===== config.mk =====
export PLATFORM = sky130hd
export DESIGN_NAME = pulse_width_frame_decoder
export DESIGN_NICKNAME = d
export VERILOG_FILES = /design/src/rtl/pwfd_pkg.sv /design/src/rtl/pwfd_front.sv /design/src/rtl/pwfd_queue.sv /design/src/rtl/pwfd_back.sv /design/src/rtl/pulse_width_frame_decoder.sv
export SDC_FILE = /design/constraint.sdc
export NUM_CORES = 1
export LEC_CHECK = 0
export ABC_CLOCK_PERIOD_IN_PS = 7700
export BUFFER_PORTS_ARGS = -buffer_cell sky130_fd_sc_hd__buf_2
export CORE_MARGIN = 2
export CORE_UTILIZATION = 35
export CTS_CLUSTER_DIAMETER = 30
export DETAILED_ROUTE_END_ITERATION = 6
export SYNTH_ARGS = -nofsm -noshare
export SYNTH_HDL_FRONTEND = slang
export SYNTH_HIERARCHICAL = 1
export SYNTH_SLANG_ARGS = --single-unit
export TNS_END_PERCENT = 10

===== constraint.sdc =====
create_clock -name i_clk -period 7.7 [get_ports i_clk]
set_clock_uncertainty 0.1 [all_clocks]
set_input_delay 0 -clock i_clk [delete_from_list [all_inputs] [get_ports i_clk]]
set_output_delay 0 -clock i_clk [all_outputs]
set_load 0.1 [all_outputs]

===== src/rtl/pwfd_pkg.sv =====
`timescale 1ns / 1ps
package pwfd_pkg;

    localparam int SENSOR_COUNT = 8;
    localparam int FRAME_BITS   = SENSOR_COUNT * 8 + 1;
    localparam int FRAME_W      = SENSOR_COUNT * 8;
    localparam int IDX_W        = 3;
    localparam int CNT_W        = 7;
    localparam int PW_W         = 16;
    localparam int CFG_ADDR_W   = 3;
    localparam int STATUS_W     = 2;
    localparam int DIST_W       = 8;

    localparam logic [CNT_W-1:0] MAX_ATTEMPTS_RST = CNT_W'(65);
    localparam logic [CNT_W-1:0] FRAME_BITS_C     = CNT_W'(FRAME_BITS);

    localparam logic [CFG_ADDR_W-1:0] REG_START_MIN    = 3'd0;
    localparam logic [CFG_ADDR_W-1:0] REG_START_MAX    = 3'd1;
    localparam logic [CFG_ADDR_W-1:0] REG_ONE_MIN      = 3'd2;
    localparam logic [CFG_ADDR_W-1:0] REG_ONE_MAX      = 3'd3;
    localparam logic [CFG_ADDR_W-1:0] REG_ZERO_MIN     = 3'd4;
    localparam logic [CFG_ADDR_W-1:0] REG_ZERO_MAX     = 3'd5;
    localparam logic [CFG_ADDR_W-1:0] REG_MAX_ATTEMPTS = 3'd6;

    localparam logic [STATUS_W-1:0] ST_READING = 2'd0;
    localparam logic [STATUS_W-1:0] ST_NO_DATA = 2'd1;
    localparam logic [STATUS_W-1:0] ST_SHORT   = 2'd2;

    typedef enum logic [1:0] {
        JOB_NO_DATA,
        JOB_SHORT,
        JOB_FRAME
    } t_kind;

    typedef struct packed {
        t_kind              kind;
        logic [FRAME_W-1:0] bits;
    } t_job;

    // sensors 1/3 and 5/7 trade places
    function automatic logic [IDX_W-1:0] src_sensor(input logic [IDX_W-1:0] k);
        logic [IDX_W-1:0] s;
        unique case (k)
            3'd1:    s = 3'd3;
            3'd3:    s = 3'd1;
            3'd5:    s = 3'd7;
            3'd7:    s = 3'd5;
            default: s = k;
        endcase
        return s;
    endfunction

endpackage


===== src/rtl/pwfd_front.sv =====
`timescale 1ns / 1ps
module pwfd_front import pwfd_pkg::*; (
    input  logic                  i_clk,
    input  logic                  i_rst_n,
    input  logic                  i_cfg_wr_en,
    input  logic [CFG_ADDR_W-1:0] i_cfg_addr,
    input  logic [PW_W-1:0]       i_cfg_wr_data,
    input  logic                  i_push,
    input  logic [PW_W-1:0]       i_pulse_width,
    input  logic                  i_q_full,
    output logic                  o_full,
    output logic                  o_q_push,
    output t_job                  o_q_job
);

    logic [PW_W-1:0]    r_start_min, r_start_max, r_one_min, r_one_max;
    logic [PW_W-1:0]    r_zero_min, r_zero_max;
    logic [CNT_W-1:0]   r_max_att;
    logic               r_in_frame, n_in_frame;
    logic [CNT_W-1:0]   r_hunt, n_hunt;
    logic [CNT_W-1:0]   r_bit_cnt, n_bit_cnt;
    logic [FRAME_W-1:0] r_bits, n_bits;
    logic               is_start, is_one, is_zero, fire, emit;
    t_kind              kind;

    assign o_full = i_q_full;
    assign fire   = i_push && !i_q_full;

    assign is_start = (i_pulse_width >= r_start_min) && (i_pulse_width <= r_start_max);
    assign is_one   = (i_pulse_width >= r_one_min) && (i_pulse_width <= r_one_max);
    assign is_zero  = (i_pulse_width >= r_zero_min) && (i_pulse_width <= r_zero_max);

    always_comb begin
        n_in_frame = r_in_frame;
        n_hunt     = r_hunt;
        n_bit_cnt  = r_bit_cnt;
        n_bits     = r_bits;
        emit       = 1'b0;
        kind       = JOB_NO_DATA;
        if (!r_in_frame) begin
            if (r_hunt >= r_max_att) begin
                n_hunt = '0;
                emit   = 1'b1;
            end else if (is_start) begin
                n_in_frame = 1'b1;
                n_hunt     = '0;
                n_bit_cnt  = '0;
                n_bits     = '0;
            end else begin
                n_hunt = r_hunt + CNT_W'(1);
            end
        end else if (!is_start) begin
            if ((is_one || is_zero) && (r_bit_cnt < FRAME_BITS_C)) begin
                if (r_bit_cnt != '0) begin
                    n_bits = {r_bits[FRAME_W-2:0], is_one};
                end
                n_bit_cnt = r_bit_cnt + CNT_W'(1);
            end
        end else begin
            n_in_frame = 1'b0;
            n_hunt     = '0;
            emit       = 1'b1;
            priority if (r_bit_cnt <= CNT_W'(1)) begin
                kind = JOB_NO_DATA;
            end else if (r_bit_cnt < FRAME_BITS_C) begin
                kind = JOB_SHORT;
            end else begin
                kind = JOB_FRAME;
            end
        end
    end

    assign o_q_push      = fire && emit;
    assign o_q_job.kind  = kind;
    assign o_q_job.bits  = r_bits;

    always_ff @(posedge i_clk) begin
        if (!i_rst_n) begin
            r_start_min <= '0;
            r_start_max <= '0;
            r_one_min   <= '0;
            r_one_max   <= '0;
            r_zero_min  <= '0;
            r_zero_max  <= '0;
            r_max_att   <= MAX_ATTEMPTS_RST;
            r_in_frame  <= 1'b0;
            r_hunt      <= '0;
            r_bit_cnt   <= '0;
            r_bits      <= '0;
        end else begin
            if (i_cfg_wr_en) begin
                unique case (i_cfg_addr)
                    REG_START_MIN:    r_start_min <= i_cfg_wr_data;
                    REG_START_MAX:    r_start_max <= i_cfg_wr_data;
                    REG_ONE_MIN:      r_one_min   <= i_cfg_wr_data;
                    REG_ONE_MAX:      r_one_max   <= i_cfg_wr_data;
                    REG_ZERO_MIN:     r_zero_min  <= i_cfg_wr_data;
                    REG_ZERO_MAX:     r_zero_max  <= i_cfg_wr_data;
                    REG_MAX_ATTEMPTS: r_max_att   <= i_cfg_wr_data[CNT_W-1:0];
                    default: ;
                endcase
            end
            if (fire) begin
                r_in_frame <= n_in_frame;
                r_hunt     <= n_hunt;
                r_bit_cnt  <= n_bit_cnt;
                r_bits     <= n_bits;
            end
        end
    end

endmodule


===== src/rtl/pwfd_queue.sv =====
`timescale 1ns / 1ps
module pwfd_queue import pwfd_pkg::*; (
    input  logic i_clk,
    input  logic i_rst_n,
    input  logic i_push,
    input  t_job i_job,
    output logic o_full,
    input  logic i_pop,
    output logic o_valid,
    output t_job o_job
);

    t_job        r_mem [2];
    logic        r_wp, r_rp;
    logic [1:0]  r_cnt;
    logic        do_push, do_pop;

    assign o_full  = (r_cnt == 2'd2);
    assign o_valid = (r_cnt != 2'd0);
    assign o_job   = r_mem[r_rp];
    assign do_push = i_push && !o_full;
    assign do_pop  = i_pop && o_valid;

    always_ff @(posedge i_clk) begin
        if (do_push) begin
            r_mem[r_wp] <= i_job;
        end
    end

    always_ff @(posedge i_clk) begin
        if (!i_rst_n) begin
            r_wp  <= 1'b0;
            r_rp  <= 1'b0;
            r_cnt <= '0;
        end else begin
            if (do_push) r_wp <= ~r_wp;
            if (do_pop)  r_rp <= ~r_rp;
            r_cnt <= r_cnt + 2'(do_push) - 2'(do_pop);
        end
    end

endmodule


===== src/rtl/pwfd_back.sv =====
`timescale 1ns / 1ps
module pwfd_back import pwfd_pkg::*; (
    input  logic                i_clk,
    input  logic                i_rst_n,
    input  logic                i_q_valid,
    input  t_job                i_q_job,
    output logic                o_q_pop,
    input  logic                i_pop,
    output logic                o_empty,
    output logic [STATUS_W-1:0] o_status,
    output logic [IDX_W-1:0]    o_sensor_index,
    output logic [DIST_W-1:0]   o_distance,
    output logic                o_last
);

    logic             r_valid;
    t_job             r_job;
    logic [IDX_W-1:0] r_idx;
    logic             is_frame, beat, load;
    logic [IDX_W-1:0] src, byte_sel;

    assign is_frame = (r_job.kind == JOB_FRAME);
    assign beat     = r_valid && i_pop;
    assign load     = !r_valid || (beat && o_last);
    assign o_q_pop  = load;

    assign o_empty = !r_valid;
    assign o_last  = !is_frame || (r_idx == IDX_W'(SENSOR_COUNT - 1));
    assign src      = src_sensor(r_idx);
    assign byte_sel = IDX_W'(SENSOR_COUNT - 1) - src;

    always_comb begin
        unique case (r_job.kind)
            JOB_FRAME: o_status = ST_READING;
            JOB_SHORT: o_status = ST_SHORT;
            default:   o_status = ST_NO_DATA;
        endcase
    end

    assign o_sensor_index = is_frame ? r_idx : '0;
    assign o_distance     = is_frame ? r_job.bits[byte_sel*DIST_W +: DIST_W] : '0;

    always_ff @(posedge i_clk) begin
        if (!i_rst_n) begin
            r_valid <= 1'b0;
            r_idx   <= '0;
        end else if (load) begin
            r_valid <= i_q_valid;
            r_idx   <= '0;
        end else if (beat) begin
            r_idx <= r_idx + IDX_W'(1);
        end
    end

    always_ff @(posedge i_clk) begin
        if (load) begin
            r_job <= i_q_job;
        end
    end

endmodule


===== src/rtl/pulse_width_frame_decoder.sv =====
`timescale 1ns / 1ps
// The first result beat of a frame-closing pulse passes through the job queue and the drain's result register.
// Throughput: one pulse per cycle; a full frame drains as eight beats, one per cycle while pop is held.
// push stalls only while the two-entry job queue between classifier and drain is full.
// Reset: synchronous active low; thresholds clear to 0, max_attempts to 65,
// decoder returns to hunting and all pending results are dropped.
module pulse_width_frame_decoder import pwfd_pkg::*; (
    input  logic                  i_clk,
    input  logic                  i_rst_n,
    input  logic                  i_cfg_wr_en,
    input  logic [CFG_ADDR_W-1:0] i_cfg_addr,
    input  logic [PW_W-1:0]       i_cfg_wr_data,
    input  logic                  i_push,
    output logic                  o_full,
    input  logic [PW_W-1:0]       i_pulse_width,
    output logic                  o_empty,
    input  logic                  i_pop,
    output logic [STATUS_W-1:0]   o_status,
    output logic [IDX_W-1:0]      o_sensor_index,
    output logic [DIST_W-1:0]     o_distance,
    output logic                  o_last
);

    logic q_push, q_full, q_pop, q_valid;
    t_job q_in, q_out;

    pwfd_front u_front (
        .i_clk         (i_clk),
        .i_rst_n       (i_rst_n),
        .i_cfg_wr_en   (i_cfg_wr_en),
        .i_cfg_addr    (i_cfg_addr),
        .i_cfg_wr_data (i_cfg_wr_data),
        .i_push        (i_push),
        .i_pulse_width (i_pulse_width),
        .i_q_full      (q_full),
        .o_full        (o_full),
        .o_q_push      (q_push),
        .o_q_job       (q_in)
    );

    pwfd_queue u_queue (
        .i_clk   (i_clk),
        .i_rst_n (i_rst_n),
        .i_push  (q_push),
        .i_job   (q_in),
        .o_full  (q_full),
        .i_pop   (q_pop),
        .o_valid (q_valid),
        .o_job   (q_out)
    );

    pwfd_back u_back (
        .i_clk          (i_clk),
        .i_rst_n        (i_rst_n),
        .i_q_valid      (q_valid),
        .i_q_job        (q_out),
        .o_q_pop        (q_pop),
        .i_pop          (i_pop),
        .o_empty        (o_empty),
        .o_status       (o_status),
        .o_sensor_index (o_sensor_index),
        .o_distance     (o_distance),
        .o_last         (o_last)
    );

`ifndef NO_ASSERTIONS
    a_status_legal: assert property (@(posedge i_clk) disable iff (!i_rst_n)
        !o_empty |-> (o_status == ST_READING || o_status == ST_NO_DATA
                      || o_status == ST_SHORT))
        else $error("illegal status on result");

    a_error_zeroed: assert property (@(posedge i_clk) disable iff (!i_rst_n)
        (!o_empty && o_status != ST_READING) |-> (o_sensor_index == '0
                                                  && o_distance == '0 && o_last))
        else $error("error result carries payload or is not last");

    a_reading_order: assert property (@(posedge i_clk) disable iff (!i_rst_n)
        (!o_empty && i_pop && o_status == ST_READING && !o_last) |=>
            (!o_empty && o_status == ST_READING
             && o_sensor_index == $past(o_sensor_index) + IDX_W'(1)))
        else $error("sensor readings out of order");

    a_reset_empty: assert property (@(posedge i_clk)
        !i_rst_n |=> (o_empty && !o_full))
        else $error("queue not empty after reset");
`endif

endmodule


==> results.txt <==
Die Wd - 229.6 um
Layout Nets - 1837
hold crit path type - input pin to flop
Total GRT Usage - 14.67%
post-CTS resize count - 0
GRT overflow - 0
CP required - 8.11 ns
Area Growth Syn to Fin - 20.05%
Critical Path AT - 4.53 ns
Routed wire per std cell - 16.01 um
wire length of the first global-routing pass - 62010 um
root buffer cell - clkbuf_16
Core Util, Final - 42.62%
drt pass-1 iters - 5
R2R Setup Slk - 3.58 ns
FMAX - 242.7 MHz
worst hold slack - 0.1420 ns
placer congestion estimate - 0.7995
share of layout cells above drive strength 1 - 15.81%
final setup TNS - 0 ns
post-synthesis adder-cell area fraction - 8.079%
initial antenna violation count - 0
pins over their slew limit - 0
sequential-to-total area share from yosys stat - 54.85%
Post-synth top flop - edfxtp_1
Post-synth ARST share - 0%
Max H-tree Level - 3
pre-CTS WS - 3.522 ns
post-synthesis mux area share - 10.92%
Final Worst Setup Slack - 3.580 ns
Non-Filler Instances - 2411
worst-skew pair later-pin latency - 0.59 ns
Leak - 8.334 nW
# fillers - 4626
CTS clk-pin slew, worst paths - 0.05 ns
TritonCTS clock tree - yes
core area - 50170 um^2
Max Cap Viol - 0
most common cell after layout, fill and taps aside - nand2_1
via count - 11930
syn avg cell area - 11.23 um^2
dpl cell area - 18570 um^2
ANT cells - 0
Yosys reg bits - 389
CP Class - flop to flop
outcome - complete, no violations
crit-path max FO - 40
Placed Instances - 2252
clock sinks - 389
endpoints failing setup - 0
I/O pin cnt - 56
Ys Warns - 6
Residual DRC - 0
Mapped Area - 17810 um^2
NetSw - 1.737 mW
cell internal pwr - 4.876 mW
routed wire length - 38610 um
net switching fraction of the power - 26.26%
max_slew headroom - 15.64%
crit path capture type - flop
Yosys cell types - 68
Die H - 229.6 um
num rows - 82
Tcrit/Tclk final - 53.50%
clock network power share - 49.0%
CTS Buffer Depth - 3
PwrDens - 309.3 nW/um^2
largest net degree at the start of global routing - 97
Detail Placement HPWL - 24060 um
syn_nets - 1741
RSZ-0062 raised after global routing - no
die area - 52700 um^2
Seq pwr share - 37.3%
CTS Buf Count - 72
antenna viol nets, final - 0
Worst Max-Slew Pin Slew - 1.261 ns
number of enable flip-flop cells after synthesis - 198
post-synthesis compound-gate area fraction - 8.192%
Initial Utilization - 35.50%
Final Cell Area - 21380 um^2
DRT iter0 DRCs - 629
largest family of logic cells by synthesized area - simple AND/OR/NAND/NOR gates
total power - 6.612 mW
post-synthesis xor/xnor area fraction - 0.4426%
Final Hold Vio Count - 0
Post-Synth Simple-Gate Area - 12.48%
CP Launch Type - flop
Post-Synthesis Cells - 1586
fin crit period - 4.120 ns
VDD IR max - 0.1651 mV
vias in the first global route - 12010
most frequent cells in the layout - 299 x nand2_1, 198 x edfxtp_1, 189 x dfxtp_1
Gate power share - 13.7%
Port Buffer Count - 55
vias per cell - 4.949
==> power by group through the flow <==
stage	clock network, mW	registers [mW]	logic (mW)
3_3_place_gp	0	2.50	0.886
6_report	3.24	2.47	0.903
4_1_cts	3.30	2.47	0.913
2_1_floorplan	0	2.46	0.737
5_1_grt	3.40	2.49	0.970
3_5_place_dp	0	2.51	0.898
==> worst paths after layout <==
check                            endpoint  depth (start not counted)                     from
setup / recovery       u_front/r_bits[22]                         10     u_front/r_one_min[0]
hold / removal            u_back/r_idx[2]                          3                    i_pop
setup reg to reg       u_front/r_bits[22]                         10     u_front/r_one_min[0]
hold reg to reg   u_front/r_start_min[15]                          2  u_front/r_start_min[15]
==> critical path, stage by stage (launching register included) <==
cell       delay [ns]
dfxtp_1          0.32
ha_1             0.27
nand2b_4         0.15
a2111oi_4        0.33
o31ai_1          0.17
a2111oi_2        0.41
nand2b_2         0.22
o21ai_2          0.08
a31oi_4          0.96
buf_4            0.73
mux2i_1          0.28
==> sequential cells by signal, summed over array words and instances (netlist names), 3 cells and up, named ones only <==
name and cells:
u_front/r_start_min 16, u_front/r_bits 64, u_back/r_idx 3, u_front/r_bit_cnt 7, u_front/r_zero_max 16, u_front/r_max_att 7, u_front/r_one_max 16, u_back/r_job 66
u_front/r_start_max 16, u_front/r_zero_min 16, u_front/r_hunt 7, u_queue/r_mem 132, u_front/r_one_min 16
==> synthesized netlist by cell type, types with 3 or more instances <==
cell | instances | share of area (%)
clkbuf_1 | 37 | 0.78
o21ai_0 | 11 | 0.31
nor4b_1 | 3 | 0.15
a221oi_1 | 3 | 0.15
edfxtp_1 | 198 | 33
inv_1 | 112 | 2.4
ha_1 | 115 | 8.1
a31oi_1 | 4 | 0.14
nand2_1 | 299 | 6.3
nor2_1 | 32 | 0.67
o21a_1 | 6 | 0.25
mux2_4 | 40 | 3.4
a21boi_0 | 3 | 0.13
a22oi_1 | 8 | 0.34
nand4_1 | 22 | 0.77
nor3_1 | 6 | 0.17
o211a_1 | 9 | 0.51
nand3_1 | 91 | 2.6
and3_1 | 7 | 0.25
mux4_1 | 8 | 1.2
nor4_1 | 3 | 0.11
a21oi_1 | 141 | 4.0
a21o_1 | 5 | 0.21
buf_2 | 21 | 0.59
and2_1 | 6 | 0.21
nand2b_1 | 11 | 0.39
dfxtp_1 | 191 | 21
buf_12 | 7 | 0.79
mux2_2 | 26 | 1.6
buf_6 | 7 | 0.44
a211oi_1 | 5 | 0.21
o211ai_1 | 7 | 0.30
xnor2_1 | 7 | 0.34
nor2b_1 | 9 | 0.32
o22a_1 | 3 | 0.15
mux2i_1 | 83 | 4.7
==> area by class of cell <==
type,instances,area (um^2),share of cell area [%]
Multi-Input combinational cell,1011,7163,33.50
Clock inverter,37,514.2,2.405
Clock buffer,94,2016,9.428
Sequential cell,389,9774,45.72
Tap cell,672,840.8,3.933
Timing Repair Buffer,95,648.1,3.031
Inverter,113,424.2,1.984
==> per-layer routing <==
layer,up-vias,track usage (%),wire length [um]
li1,5846,-,-
met1,5760,18.08,17180
met2,242,24.97,18610
met3,83,3.075,1733
met4,0,5.905,1084
met5,-,0,0
==> cell families after synthesis <==
group / Yosys count
compound gates: 229
xor+xnor: 9
simple gates: 500
mux: 158
fa+ha+maj: 115
flops: 389
buf+inv: 186
==> repair_timing <==
| action | in CTS | in global routing |
|---|---|---|
| hold buffers | 28 | 0 |
| endpoints found under the hold margin | 147 | 0 |
| buffers inserted | 0 | 0 |
(Power assumes the default switching activity.)
